`config.mk`:
```
export PLATFORM = sky130hd
export DESIGN_NAME = pldr_root_step
export DESIGN_NICKNAME = d
export VERILOG_FILES = /design/src/pldr_pkg.sv /design/src/pldr_root_step.sv
export SDC_FILE = /design/constraint.sdc
export NUM_CORES = 2
export LEC_CHECK = 0
export BUFFER_PORTS_ARGS = -buffer_cell sky130_fd_sc_hd__buf_2
export CELL_PAD_IN_SITES_DETAIL_PLACEMENT = 0
export CELL_PAD_IN_SITES_GLOBAL_PLACEMENT = 2
export CORE_UTILIZATION = 35
export CTS_CLUSTER_SIZE = 8
export DETAILED_ROUTE_END_ITERATION = 16
export GPL_ROUTABILITY_DRIVEN = 0
export MAX_ROUTING_LAYER = met4
export PLACE_DENSITY_LB_ADDON = 0.1
export SYNTH_ARGS = -nofsm -noshare
export SYNTH_HDL_FRONTEND = slang
export SYNTH_SLANG_ARGS = --single-unit
```
`constraint.sdc`:
```
create_clock -name clock -period 12.7 [get_ports clock]
set_input_delay 0 -clock clock [delete_from_list [all_inputs] [get_ports clock]]
set_output_delay 0 -clock clock [all_outputs]
set_load 0.03 [all_outputs]
```
`src/pldr_pkg.sv`:
```
// Package for the point-line distance residual unit.
// Holds widths, request/response payload types and pipeline stage types.
package pldr_pkg;

   // Coordinate format.
   localparam int CoordWidth = 32;
   localparam int FracBits   = 16;

   // Derived arithmetic widths.
   localparam int DiffW  = CoordWidth + 1;        // coordinate differences
   localparam int ProdW  = 2 * DiffW;             // products of differences
   localparam int NumW   = ProdW + 1;             // numerator and squared length
   localparam int NumLoW = (NumW + 1) / 2;        // low half of the numerator split
   localparam int NumHiW = NumW - NumLoW;         // high half of the numerator split
   localparam int RemW   = 2 * NumW;              // numerator squared
   localparam int QuotW  = 34;                    // distance, capped at 2^33
   localparam int AccW   = NumW + QuotW;          // quotient times squared length
   localparam int SumW   = NumW + 2 * QuotW + 1;  // trial subtrahend
   localparam int IdxW   = $clog2(QuotW);
   localparam int ResW   = 32;
   localparam int ParmW  = 31;

   // Request payload.
   typedef struct packed {
      logic signed [CoordWidth-1:0] point_x;
      logic signed [CoordWidth-1:0] point_y;
      logic signed [CoordWidth-1:0] line_start_x;
      logic signed [CoordWidth-1:0] line_start_y;
      logic signed [CoordWidth-1:0] line_end_x;
      logic signed [CoordWidth-1:0] line_end_y;
      logic        [ParmW-1:0]      circle_radius;
      logic        [ParmW-1:0]      target_distance;
   } req_type;

   // Response payload.
   typedef struct packed {
      logic [ResW-1:0] residual;
      logic            degenerate_line;
   } rsp_type;

   // State carried through the root and divide steps.
   typedef struct packed {
      logic [RemW-1:0]  rem;
      logic [AccW-1:0]  acc;
      logic [NumW-1:0]  len_sq;
      logic [QuotW-1:0] quot;
      logic [ResW-1:0]  target;
      logic             degen;
   } root_type;

endpackage

```
`src/pldr_root_step.sv`:
```
// One step of the bit-serial root-quotient: decides one distance bit.
// Keeps rem = N^2 - q^2*L2 and acc = q*L2; depends on pldr_pkg.
module pldr_root_step
   import pldr_pkg::*;
(
   input  logic            clock,
   input  logic            reset,
   input  logic [IdxW-1:0] bit_idx,
   input  logic            in_valid,
   output logic            in_ready,
   input  root_type        in_data,
   output logic            out_valid,
   input  logic            out_ready,
   output root_type        out_data
);

   logic     v_ff;
   root_type d_ff, d_in;
   logic [SumW-1:0] trial;
   logic            capped, take;

   assign in_ready = !v_ff || out_ready;

   // Setting bit k adds (2^(k+1)*q + 2^(2k)) * L2 to q^2*L2.
   always_comb begin
      trial  = (SumW'(in_data.acc) << (IdxW'(1) + bit_idx)) +
               (SumW'(in_data.len_sq) << {bit_idx, 1'b0});
      capped = (bit_idx != IdxW'(QuotW - 1)) && in_data.quot[QuotW-1];
      take   = !capped && (trial <= SumW'(in_data.rem));
      d_in   = in_data;
      if (take) begin
         d_in.rem  = in_data.rem - RemW'(trial);
         d_in.acc  = in_data.acc + (AccW'(in_data.len_sq) << bit_idx);
         d_in.quot = in_data.quot | (QuotW'(1) << bit_idx);
      end
   end

   always_ff @(posedge clock) begin
      if (reset) begin
         v_ff <= 1'b0;
      end else if (in_ready) begin
         v_ff <= in_valid;
      end
   end

   always_ff @(posedge clock) begin
      if (in_ready) begin
         d_ff <= d_in;
      end
   end

   assign out_valid = v_ff;
   assign out_data  = d_ff;

endmodule

```
# After elaboration in Yosys (flattened, before gate mapping)
# Index checks and enable logic that the tools add are counted.
[op_classes] n_reduce_logical=5 order_cmp=1 mux=2 n_bitwise=1 add_sub_neg=4 n_eq_ne=1 n_shift=4
[op_table] cell="235-bit two-way mux" n=1
[op_table] cell="136-bit adder" n=1
[op_table] cell="136-bit by 134-bit less-or-equal comparator with 1-bit output" n=1
[op_table] cell="101-bit by 6-bit << shifter with 136-bit output" n=1
[op_table] cell="67-bit by 7-bit << shifter with 136-bit output" n=1
[op_table] cell="134-bit subtractor" n=1
[op_table] cell="101-bit adder" n=1
[op_table] cell="67-bit by 6-bit << shifter with 101-bit output" n=1
[op_table] cell="34-bit two-way mux" n=1
[op_table] cell="34-bit bitwise OR" n=1
[op_table] cell="1-bit by 6-bit << shifter with 34-bit output (first input constant)" n=1
[op_table] cell="1-bit by 6-bit adder with 6-bit output (first input constant)" n=1
[op_table] cell="6-bit inequality test (second input constant)" n=1
[op_table] cell="1-bit logical AND" n=2
[op_table] cell="1-bit logical NOT" n=2
[op_table] cell="1-bit logical OR" n=1
[word_totals] inputBits=379 output_inout_bits=371 ff_bits=370 elab_cells=25

# Logic depth before layout (Yosys ltp)
[logic_depth] ltp_word=6 mapped_depth=53 ltp_nobuf=41

# Worst setup path after synthesis
# No wires, ideal clock.
[synth_timing] path_kind="input-to-reg" startpoint="input bit_idx[1]" endpoint="register d_ff (netlist bit out_data[306]), data pin" arrival_time_ns=10.691 path_buffers=13 stages=47 setup_slack_ns=1.747 setup_time_ns=0.262 path_cell_list="clkbuf_1 inv_1 clkbuf_1 clkbuf_1 buf_1 ha_1 buf_2 buf_1 buf_1 clkbuf_1 clkbuf_1 mux4_2 mux2i_1 nand2_1 o21ai_0 nor2_1 a31oi_1 o21ai_0 [... 11 more ...] a2111oi_4 o21bai_2 nand2_1 xor2_1 ha_1 clkbuf_1 nand4_1 or3_1 or3_1 nor2_1 nand2_1 a21oi_1 o211a_1 a21oi_1 nand3_2 buf_4 buf_2 mux2_1"
[synth_rtl] element="start, declared" line="pldr_root_step.sv:8" source="input logic [IdxW-1:0] bit_idx,"
[synth_rtl] element="end signal, assigned" line="pldr_root_step.sv:48" source="d_ff <= d_in;"
[synth_rtl] element="end, declared" line="pldr_root_step.sv:18" source="root_type d_ff, d_in;"

==> results by group <==
Logic synthesis
  • Most common cell in the netlist: nand2_1
  • Synth warnings: 0
  • Mapped Avg Cell Area: 7.49 um^2
  • Async set or reset register ratio after synthesis: 0%
  • Adder-cell share of the synthesized area: 11.4%
  • Post-Syn Instances: 7493
  • Syn_nets: 8383
  • Synth top area share: 19.7%
  • Xor/xnor share of the synthesized area: 5.83%
  • Post-synthesis mux area share: 11.4%
  • #FFs+latches synth: 370
  • Main combinational cell family by area after synthesis: compound AO/OA/AOI/OAI gates
  • Mapped Area: 56200 um^2
  • Largest cells by area after synthesis: edfxtp_1, ha_1, a21oi_1, nand2_1, mux2i_1
  • Simple-Gate Fraction of Synth Area: 19.0%
  • Main synth FF type: edfxtp_1
  • Synth top cells by count: nand2_1, nor2_1, a21oi_1
  • Post-synth top area cell: edfxtp_1
  • Seq/Total Area, Yosys: 19.8%
  • Compound-Gate Fraction of Synth Area: 26.5%
  • Yosys cell types: 96
  • Post-synth EDFFs: 369

Drt
  • First drt pass iteration count: 6
  • Via count: 60626
  • DR DRC count: 0
  • Wire per inst: 26.5 um
  • Post-route ant nets: 0
  • Starting DRT DRC Count: 6130
  • Vias per cell: 5.87
  • DRT Wirelength: 274000 um

Clock tree
  • Clk sinks: 370
  • CTS root buffer: clkbuf_16
  • Clock-pin slew on the worst setup and hold paths: 50 ps
  • Number of buffers created by CTS: 52
  • CTS tree: built
  • Post-CTS resize count: 0
  • Max H-tree Level: 2
  • Worst skew pair latency: 670 ps
  • CTS Buffer Depth: 3

Timing
  • Tmin final: 11270 ps
  • Relative slew slack: 9.81%
  • Unrepaired setup endpoints after global routing: no
  • Fmax: 88.7 MHz
  • Final hold vios: 0
  • Crit share post-route: 88.7%
  • Worst-Margin Slew: 1330 ps
  • Final total negative setup slack: 0 ps
  • Final Max Slew Viols: 0
  • # setup viols final: 0
  • Worst setup margin: 1430 ps
  • Worst Skew: 45.4 ps

Setup path
  • CP max stage delay: 790 ps
  • FF-to-FF End: out_data[355]
  • Critical Path Most Common Cell: nand2_1
  • Slowest CP cell: a2111oi_0
  • CP max FO: 92
  • Reg2reg start: out_valid
  • Critical path capture point: out_data[41]
  • Worst Path Arrival: 11800 ps
  • Register-to-register setup slack: 9380 ps
  • CP endpoint kind: flip-flop
  • CP Class: in -> reg
  • FF-to-FF path depth: 4
  • Worst EP required: 13230 ps
  • Setup crit start: bit_idx[0]
  • Crit path launch type: primary input

Die
  • Core area: 159000 um^2
  • IO Pins: 750
  • Initial Util: 35.4%
  • Die ar.: 162000 um^2
  • Die Wd: 403 um
  • Chip height: 403 um
  • Rows: 146

Final layout
  • Fin nets: 9131
  • Layout area overhead: 18.5%
  • Layout cells sized above 1: 13.3%

GRT
  • Gr usage total: 33.4%
  • Vias in the first global route: 57291
  • Gr ovfl total: 0
  • First-pass GRT wire length: 392000 um
  • Initial antenna violation count: 8
  • Largest net degree at the start of global routing: 151

Min path
  • Hold Path Class: in -> reg
  • HP Start: bit_idx[1]

Placed design
  • Detailed placer's ending HPWL: 229000 um
  • Pre-CTS setup slack: 1110 ps
  • Port Buf Inserts: 749

Job
  • MaxCap Viol Count: 0

Pwr
  • Peak VDD IR: 0.109 mV
  • P per Cell Area: 160 nW/um^2
  • LEAKAGE: 30.5 nW

Run status
  • Status: finished, final reports clean
per-stage QoR:
stage / util, % / cell area [um^2] / std cells / hold WS, ps / total power [mW]
2_1_floorplan: - / 56200 / 7493 / 69.1 / 6.81
3_5_place_dp: 38.6 / 61300 / 9875 / 156 / 9.14
6_report: 41.9 / 66600 / 10331 / 43.0 / 10.6
4_1_cts: 41.9 / 66600 / 10328 / 4.19 / 10.6
3_3_place_gp: 38.6 / 61300 / 9875 / 154 / 9.16
5_1_grt: 41.9 / 66600 / 10331 / 36.3 / 11.3
sequential cells by signal (all words and copies together) (netlist names):
register,count
out_data,369
out_valid,1
worst max-delay path: cells and delay by family:
kind	cells	cell delay, ps
buffers and inverters	5	1700
multiplexers	3	1150
AO/OA/AOI/OAI	10	3670
XOR/XNOR	1	90
adder cells (fa/ha/maj)	3	1710
AND/OR/NAND/NOR	14	3350
logic make-up after synthesis:
family | after synthesis
fa+ha+maj | 511
xor+xnor | 374
mux | 498
simple gates | 2407
buf+inv | 894
flops | 370
compound gates | 2439
worst min-delay path by stage:
| stage | cells past startpoint | end | slack, ps |
|---|---|---|---|
| after floorplan | 1 | out_valid | 70 |
| after global placement | 2 | out_valid | 150 |
| after detailed placement | 2 | out_valid | 160 |
| after CTS | 4 | out_data[33] | 4 |
| after global routing | 4 | out_data[33] | 40 |
| final | 4 | out_data[33] | 40 |
metal layers:
metal | up-vias | global-route usage, % | wire length [um]
met5 | - | - | 0
met4 | 0 | 18.4 | 17900
met3 | 491 | 2.97 | 15900
met2 | 2621 | 51.3 | 121000
met1 | 28930 | 43.2 | 119000
li1 | 28584 | - | -
cell usage in the layout (no fill, tap or decap), types with 52 or more instances in the layout:
| cell | netlist | layout |
|---|---|---|
| a211oi_1 | 68 | 68 |
| a21o_1 | 295 | 295 |
| a21oi_1 | 743 | 743 |
| a31oi_1 | 72 | 72 |
| and2_1 | 69 | 69 |
| buf_2 | 38 | 743 |
| buf_4 | 2 | 60 |
| clkbuf_16 | 0 | 52 |
| dlygate4sd3_1 | 0 | 384 |
| edfxtp_1 | 369 | 369 |
| ha_1 | 508 | 506 |
| inv_1 | 381 | 379 |
| mux2i_1 | 341 | 341 |
| mux4_2 | 106 | 106 |
| nand2_1 | 910 | 910 |
| nand2b_1 | 103 | 102 |
| nand3_1 | 89 | 89 |
| nand4_1 | 145 | 145 |
| nor2_1 | 794 | 794 |
| nor2b_1 | 54 | 54 |
| nor3_1 | 87 | 87 |
| o21ai_0 | 628 | 628 |
| o21ai_1 | 84 | 84 |
| o21bai_1 | 94 | 94 |
| o22ai_1 | 77 | 77 |
| xnor2_1 | 220 | 214 |
| xor2_1 | 154 | 154 |
what timing repair did:
item                                   in CTS  in global routing
endpoints found under the hold margin     370                  0
setup buffers                               0                  0
setup endpoints to repair                   0                  0
hold buffers                              384                  0
power breakdown:
group	switching, mW	internal (mW)	total [mW]
registers	0.0826	1.72	1.80
clock network	0.559	0.739	1.30
logic	5.08	2.46	7.54
cell type report:
type,instances,area [um^2]
Clock buffer,67,1370
Sequential cell,370,11100
Clock inverter,2,50.0
Tap cell,2072,2590
Timing Repair Buffer,1200,8270
Fill cell,16676,92200
Inverter,388,1460
Antenna cell,3,7.51
Multi-Input combinational cell,6229,41700
Power figures use the tool's default switching activity.
