### src/pldr_pkg.sv
// Package for the point-line distance residual unit.
// Holds widths, request/response payload types and pipeline stage types.
package pldr_pkg;

   // Coordinate format.
   localparam int CoordWidth = 32;
   localparam int FracBits   = 16;

   // Derived arithmetic widths.
   localparam int DiffW  = CoordWidth + 1;        // coordinate differences
   localparam int ProdW  = 2 * DiffW;             // products of differences
   localparam int NumW   = ProdW + 1;             // numerator and squared length
   localparam int NumLoW = (NumW + 1) / 2;        // low half of the numerator split
   localparam int NumHiW = NumW - NumLoW;         // high half of the numerator split
   localparam int RemW   = 2 * NumW;              // numerator squared
   localparam int QuotW  = 34;                    // distance, capped at 2^33
   localparam int AccW   = NumW + QuotW;          // quotient times squared length
   localparam int SumW   = NumW + 2 * QuotW + 1;  // trial subtrahend
   localparam int IdxW   = $clog2(QuotW);
   localparam int ResW   = 32;
   localparam int ParmW  = 31;

   // Request payload.
   typedef struct packed {
      logic signed [CoordWidth-1:0] point_x;
      logic signed [CoordWidth-1:0] point_y;
      logic signed [CoordWidth-1:0] line_start_x;
      logic signed [CoordWidth-1:0] line_start_y;
      logic signed [CoordWidth-1:0] line_end_x;
      logic signed [CoordWidth-1:0] line_end_y;
      logic        [ParmW-1:0]      circle_radius;
      logic        [ParmW-1:0]      target_distance;
   } req_type;

   // Response payload.
   typedef struct packed {
      logic [ResW-1:0] residual;
      logic            degenerate_line;
   } rsp_type;

   // State carried through the root and divide steps.
   typedef struct packed {
      logic [RemW-1:0]  rem;
      logic [AccW-1:0]  acc;
      logic [NumW-1:0]  len_sq;
      logic [QuotW-1:0] quot;
      logic [ResW-1:0]  target;
      logic             degen;
   } root_type;

endpackage

### src/pldr_out.sv
// Output stage: absolute difference from the target, saturation, response register.
// Depends on pldr_pkg.
module pldr_out
   import pldr_pkg::*;
(
   input  logic     clock,
   input  logic     reset,
   input  logic     in_valid,
   output logic     in_ready,
   input  root_type in_data,
   output logic     out_valid,
   input  logic     out_ready,
   output rsp_type  out_data
);

   logic            v_ff;
   rsp_type         d_ff, d_in;
   logic [QuotW-1:0] tgt, diff;

   assign in_ready = !v_ff || out_ready;

   // Absolute error, saturated to the result width; zero on a degenerate line.
   always_comb begin
      tgt  = QuotW'(in_data.target);
      diff = (in_data.quot > tgt) ? (in_data.quot - tgt) : (tgt - in_data.quot);
      d_in.degenerate_line = in_data.degen;
      if (in_data.degen) begin
         d_in.residual = '0;
      end else if (diff[QuotW-1:ResW] != '0) begin
         d_in.residual = '1;
      end else begin
         d_in.residual = diff[ResW-1:0];
      end
   end

   always_ff @(posedge clock) begin
      if (reset) begin
         v_ff <= 1'b0;
      end else if (in_ready) begin
         v_ff <= in_valid;
      end
   end

   always_ff @(posedge clock) begin
      if (in_ready) begin
         d_ff <= d_in;
      end
   end

   assign out_valid = v_ff;
   assign out_data  = d_ff;

endmodule

### config.mk
export PLATFORM = sky130hd
export DESIGN_NAME = pldr_out
export DESIGN_NICKNAME = d
export VERILOG_FILES = /design/src/pldr_pkg.sv /design/src/pldr_out.sv
export SDC_FILE = /design/constraint.sdc
export NUM_CORES = 1
export LEC_CHECK = 0
export ABC_AREA = 1
export BUFFER_PORTS_ARGS = -buffer_cell sky130_fd_sc_hd__buf_2
export CAP_MARGIN = 20
export CORE_AREA = 2 2 161 163
export CTS_BUF_LIST = sky130_fd_sc_hd__clkbuf_4
export DETAILED_ROUTE_END_ITERATION = 7
export DIE_AREA = 0 0 163 165
export PLACE_DENSITY = 0.6
export SKIP_LAST_GASP = 1
export SYNTH_ARGS = -nofsm -noshare
export SYNTH_HDL_FRONTEND = slang
export SYNTH_SLANG_ARGS = --single-unit
### constraint.sdc
create_clock -name clock -period 3 [get_ports clock]
set_clock_uncertainty 0.1 [all_clocks]
set_input_delay 0.15 -clock clock [delete_from_list [all_inputs] [get_ports clock]]
set_output_delay 0.15 -clock clock [all_outputs]
set_load 0.02 [all_outputs]
---- Word-level counts from Yosys, hierarchy flattened ----
Cells that the tools add are included.
storage, ports and cells
  logic and storage cells ................. 11
  register bits ........................... 34
operators by class
  add/subtract/negate cells ............... 2
  order comparisons ....................... 1
  reduce and logical (&&, ||, !) cells .... 3
  multiplexer cells ....................... 2
operator list
  kind                           count
  > comparator 34 x 32 -> 1 bit  1
  2-to-1 mux 34 bit              1
  subtractor 32 x 34 -> 34 bit   1
  subtractor 34 x 32 -> 34 bit   1
  2-to-1 mux 32 bit              1
  nonzero test 2 bit             1
  zero test 1 bit                1
  logical OR 1 bit               1

---- Depth between registers and ports, before layout ----
Gate-level depths: netlist (run 1).
  depth in word-level cells ............... 4
  depth in mapped cells ................... 19
  gate-level depth less buffers ........... 18

---- Least setup slack after synthesis (run 1) ----
Ideal clock, no wire load.
  path kind ............................... input to register
  start point ............................. input port in_data[1] in the netlist's numbering
  end point ............................... register d_ff, in the netlist out_data[10], data pin
  arrival time ............................ 2,027 ps
  slack ................................... 593 ps
  library setup time ...................... 280 ps
  path buffers ............................ 1
  stages on the path ...................... 18
  cells stage by stage .................... inv_1 -> ha_1 -> fa_1 -> inv_1 -> nand3_1 -> nand2_1 -> nand2_1 -> nand2_1 -> nand2_1 -> nand2_1 -> nand2_1 -> nand3_1 -> nand2_1 -> nand2_1 -> nand3_2 -> nor2_8 -> buf_8 -> a21oi_2
on the way
  longest elaborated chain between the ends .. 4
  elaborated cells on any way between the ends .. 6
  those cells by class .................... add/sub (2); order compare (1); mux (2); reduce/logical (1)
ends and longest elaborated chain
  element                                                     line            text
  start, declared                                             pldr_out.sv:10  input root_type in_data,
  subtractor 32 x 34 -> 34 bit, or another cell as far along  pldr_out.sv:25  diff = (in_data.quot > tgt) ? (in_data.quot - tgt) : (tgt - in_data.quot);
  2-to-1 mux 34 bit (*)                                       pldr_out.sv:25
  nonzero test 2 bit                                          pldr_out.sv:29  end else if (diff[QuotW-1:ResW] != '0) begin
  2-to-1 mux 32 bit (*)                                       pldr_out.sv:29
  end signal, assigned                                        pldr_out.sv:46  d_ff <= d_in;
  end, declared                                               pldr_out.sv:17  rsp_type d_ff, d_in;
Every way passes the cells marked *; elsewhere a longest branch is shown, timed or not.
A chain may end at the register's enable or synchronous reset.

---- Worst setup path after layout (run 1) ----
  start point ............................. input port in_data[9] in the netlist's numbering
  end point ............................... register d_ff, in the netlist out_data[4], data pin
Same word-level chain as after synthesis.

==> results.cfg, run 1 <==
[yosys]
yosysTopAreaCell = nand2_1
synth_nets = 1579
synth_common_cells = 443 x nand2_1, 220 x inv_1, 68 x nor2_1
synth_cells = 1140
synth_cell_types = 36
async_reset_ff_frac = 0
synth-main-ff-cell = edfxtp_1
synth_edf_count = 33
yosysMostFrequentCell = nand2_1
yosysSeqAreaShare = 0.153
synth.avg_cell_area_sq_um = 5.79
ys_ff_latch = 34
yosys_warnings = 0
synth_top_area_share = 0.252
syn-cell-area_sq_um = 6600
synthTopCellsByArea = nand2_1 25%, edfxtp_1 15%, inv_1 13%

[clocking]
tritoncts = done
worstSkewPairLatency_ps = 400
root_buffer = clkbuf_4
clkTransAtPathRegs_ps = 130
cts_buffers = 5
htreeDepth = 2
post_cts_resized = 0
postCtsSetupBuffers = 0
max-clock-path-buffers = 2
cts_sinks = 34

[power_and_ir_drop]
powerDensity_nw_per_um2 = 310
ir_drop_v = 0.000199
p_leak_uw = 0.00464
power_frac_comb = 0.629
power.share.sequential = 0.249
switching_share = 0.503
p_int_uw = 1210
switching_power_uw = 1230
p_clk_frac = 0.122

[global_routing]
grt_use_total = 0.179
grt_pass1_wl_microns = 36500
grt.overflow.total = 0
grt_max_degree = 36
antenna_found_initial = 4
grt_pass1_vias = 6840

[placed_design]
dpl_worst_slack_ps = 88.6
globalplace.congestion = 0.916
post-dp-hpwl_microns = 20600
numPortBuffers = 105

[timing]
clock.fmax_ghz = 0.393
setup_tns_ps = 0
slew_headroom = 0.524
finalMaxSlewViolations = 0
finalCriticalPeriod_ps = 2550
finalCritPeriodShare = 0.849
hold_viol_final = 0
tightest_slew_ps = 715
setup_viol = 0
rsz0062_at_grt = false
setup_ws_ps = 452

[route]
routed_via_density = 4.39
drt-initial-drc-count = 404
ant_nets = 0
routedWlPerCell_microns = 14.8
dr.pass1.iters = 5
vias = 7087
drt-total-wl_microns = 23800
drc = 0

[final_layout]
filler_cell_count = 2891
syn2layout_area_growth_pct = 19.2
drive_above_1_share = 0.190
nNetsFinal = 1719

[floorplan]
die_h_microns = 165
rows = 58
design.die.area_sq_um = 26900
io_pins = 408
fp.dieW_microns = 163
start_util = 0.263
core-area_sq_um = 25000

[critical_path]
cp_data_arrival_time_ps = 2690
endpoint_kind = flop
cp_max_fo = 14
critPathRequiredTime_ps = 3140
critPathLaunchType = input pin
worstRegToRegCells = 4
critical_path_class = input pin to flop

[hold_path]
hp-class = input pin to flop
whs_path_depth = 3

[status]
outcome = finished, final reports clean

[run]
max_cap_violations = 0
[worst max-delay path: stages]
cell,delay (ps)
buf_2,100
inv_1,40
ha_1,430
nand2_1,140
inv_2,90
nand2_1,80
inv_2,90
nand2_1,60
nor2_1,120
nor2_1,50
nand2_1,140
nand2_2,100
a21boi_4,220
buf_4,300
buf_12,180
nand2_1,60
nand2_1,110
inv_1,80
a21oi_2,150
[routing by layer]
layer  track usage  up-vias  wire, microns  share of wire
met5             0        -              0              0
met4        0.0318        0            218         0.0092
met3        0.0299       13           1480          0.062
met2         0.286      194          10300           0.43
met1         0.255     3146          11800           0.50
li1              -     3734              -              -
[cell usage in the layout, fill, tap and decap left out, drive strengths merged]
cell           n
dfxtp          1
and2           3
o21ai         22
nand2        455
buf          163
o21bai        11
nor3           4
clkbuf         5
xnor2          3
nand4          9
nand3         51
clkinv         4
a21oi         97
xor2          33
a21o           2
nor4           1
diode          3
ha            64
nor2          83
or2            1
edfxtp        33
fa             2
clkinvlp       1
dlygate4sd3    2
inv          230
a21boi         1
[cell type report]
cell class / count / area (sq um) / area share
Multi-Input combinational cell: 842 / 4490 / 0.571
Timing Repair Buffer: 165 / 1020 / 0.130
Sequential cell: 34 / 1010 / 0.129
Inverter: 232 / 871 / 0.111
Tap cell: 330 / 413 / 0.0525
Clock buffer: 5 / 37.5 / 0.00477
Clock inverter: 3 / 16.3 / 0.00207
Antenna cell: 3 / 7.51 / 0.000955
[power groups by stage]
stage | registers, uW | clock network [uW] | logic [uW]
floorplan | 696 | 0 | 935
global placement | 620 | 0 | 1510
detailed placement | 616 | 0 | 1520
CTS | 608 | 308 | 1530
global route | 614 | 323 | 1700
finish | 608 | 297 | 1540
[worst paths after layout]
kind               startpoint            to  slack (ps)
setup reg to reg    out_valid     out_valid        1310
hold reg to reg     out_valid  out_data[22]         790
hold / removal    in_data[33]   out_data[1]         210
setup / recovery   in_data[9]   out_data[4]         450
[sequential cells by signal (all words and copies together) (netlist names)]
register and count:
out_data 33, out_valid 1
[stage by stage]
| stage | hold WS, ps | utilization | std cells | instance area [sq um] | total power [uW] |
|---|---|---|---|---|---|
| floorplan | 119 | - | 1140 | 6600 | 1630 |
| global placement | 206 | 0.311 | 1601 | 7780 | 2130 |
| detailed placement | 212 | 0.311 | 1601 | 7780 | 2140 |
| CTS | 193 | 0.314 | 1611 | 7860 | 2440 |
| global route | 205 | 0.314 | 1613 | 7860 | 2630 |
| finish | 209 | 0.314 | 1614 | 7860 | 2440 |
[cells by family (layout without fill, tap and decap cells)]
logic type,Yosys count,count (layout),share of synthesized area
AO/OA/AOI/OAI,133,133,0.125
buffers and inverters,264,405,0.166
flip-flops,34,34,0.153
XOR/XNOR,36,36,0.0478
adder cells (fa/ha/maj),66,66,0.127
other,0,3,0
AND/OR/NAND/NOR,607,607,0.380
[what timing repair did]
action,in CTS,in global routing
hold buffers,2,0
hold endpoints to repair,1,0
setup endpoints to repair,0,0
(Power assumes the default switching activity.)
==> inputs of run 2 (changes only) <==
- PLACE_DENSITY: 0.6 -> 0.62
- clock period: 3 -> 2.3 ns (I/O delays scaled with it)
==> run 2 against run 1 <==
Core utilization rose by 9.7 points. Power is 71% higher. Sequential share of layout area down 3.0 points. Non-clock buffer count grew 233. Count of clock-buffer cells in the layout is the same. Critical path depth up 1. Sequential power grew 31%. Final cell count grew 14%. Register-to-register slack worse by 710 ps. Critical path type unchanged. Largest power group unchanged.
==> results.cfg, run 2 (synthesized netlist as in run 1, its figures left out) <==
[clocking]
worstSkewPairLatency_ps = 410
root_buffer = clkbuf_4
cts_sinks = 34
tritoncts = done
max-clock-path-buffers = 2
htreeDepth = 2
cts_buffers = 5
clkTransAtPathRegs_ps = 140

[placed_design]
globalplace.congestion = 0.961
numPortBuffers = 105
post-dp-hpwl_microns = 22600
dpl_cell_area_sq_um = 9400
place_inst = 1816

[timing]
finalMaxSlewViolations = 0
hold_viol_final = 0
setup_tns_ps = 0
setup_viol = 0
clock.fmax_ghz = 0.458
finalCritPeriodShare = 0.950
whs_ps = 226
tightest_slew_ps = 609
slew_headroom = 0.590
finalCriticalPeriod_ps = 2180

[power_and_ir_drop]
powerDensity_nw_per_um2 = 406
p_clk_frac = 0.151
ir_drop_v = 0.000299
switching_power_uw = 1850
power_uw = 4180
power.share.sequential = 0.191
p_int_uw = 2320
p_leak_uw = 0.00588
power_frac_comb = 0.659
switching_share = 0.444

[route]
drt-initial-drc-count = 518
vias = 8189
routedWlPerCell_microns = 14.7
routed_via_density = 4.44
drc = 0
ant_nets = 0
drt-total-wl_microns = 27100
dr.pass1.iters = 5

[critical_path]
endpoint_kind = flop
cp_max_fo = 6
critPathLaunchType = input pin
rrSetupSlack_ps = 600
r2r_start = out_valid
critical_path_class = input pin to flop
critical_path.endpoint = out_data[9]
cp_data_arrival_time_ps = 2220
rr_endpoint = out_valid
worstRegToRegCells = 4
critPathRequiredTime_ps = 2330
crit_start = in_data[14]

[final_layout]
syn2layout_area_growth_pct = 55.9
finalInstanceArea_sq_um = 10300
layout_common_cells = 419 x nand2_1, 280 x buf_4, 217 x inv_1
nNetsFinal = 1952
multi_input_area_sq_um = 5030
largest_reg_flops = 33
mostFrequentLayoutCell = nand2_1
drive_above_1_share = 0.371
filler_cell_count = 2674
seq_area_sq_um = 1010
stdcell_count = 1845

[global_routing]
antenna_found_initial = 1
grt_use_total = 0.196
grt_pass1_wl_microns = 40100
grt.overflow.total = 0
grt_pass1_vias = 7704
grt_max_degree = 36

[floorplan]
die_h_microns = 165
core-area_sq_um = 25000
start_util = 0.263
design.die.area_sq_um = 26900
io_pins = 408
fp.dieW_microns = 163
rows = 58

[run]
max_cap_violations = 0

[hold_path]
hp-class = input pin to flop

[status]
outcome = finished, final reports clean
[run 2: area by class of cell]
type                            count  area share
Tap cell                          330      0.0401
Sequential cell                    34      0.0983
Timing Repair Buffer              398       0.277
Clock inverter                      3     0.00669
Inverter                          232      0.0847
Clock buffer                        5     0.00365
Multi-Input combinational cell    842       0.489
Antenna cell                        1    0.000243
[run 2: what timing repair did]
item,4_1_cts,5_1_grt
endpoints found under the hold margin,1,0
cloned,0,4
setup endpoints to repair,31,32
setup buffers,0,14
hold buffers,2,0
pin swaps,0,20
resized for setup,9,103
[run 2: per-stage QoR]
step	setup slack, ps	util
finish	115	0.411
global route	-28.5	0.411
CTS	43.1	0.382
detailed placement	-520	0.376
global placement	-495	0.376
floorplan	1.04	-
[run 2: worst min-delay path by stage]
stage                startpoint     endpoint  slack (ps)  cells after the start
floorplan                 reset    out_valid          80                      1
global placement          reset    out_valid         170                      2
detailed placement        reset    out_valid         170                      2
CTS                 in_data[33]  out_data[1]         210                      4
global route        in_data[33]  out_data[1]         220                      4
finish              in_data[33]  out_data[1]         230                      4
[run 2: power groups by stage]
stage / clock network, uW / registers, uW / logic [uW]
final: 630 / 796 / 2750
after global routing: 659 / 804 / 2990
after CTS: 641 / 796 / 2470
after detailed placement: 0 / 804 / 2440
after global placement: 0 / 812 / 2430
after floorplan: 0 / 908 / 1230
[run 2: routing by layer]
| metal | up-vias | GRT usage | routed length (microns) |
|---|---|---|---|
| li1 | 4203 | - | - |
| met1 | 3722 | 0.283 | 13300 |
| met2 | 230 | 0.306 | 11800 |
| met3 | 34 | 0.0261 | 1420 |
| met4 | 0 | 0.0483 | 582 |
| met5 | - | 0 | 0 |
[run 2: critical path, stage by stage]
cell	delay (ps)
buf_2	110
inv_1	50
ha_2	300
buf_4	160
nand2_1	50
nand2_1	100
nand2_1	80
nand2_1	70
a21oi_1	160
nand2_2	80
nand2_1	100
nand2_1	70
nand2_1	70
nand2_2	60
nand2_4	70
nand3_4	100
nor2_8	110
buf_12	140
buf_12	130
a21oi_1	70
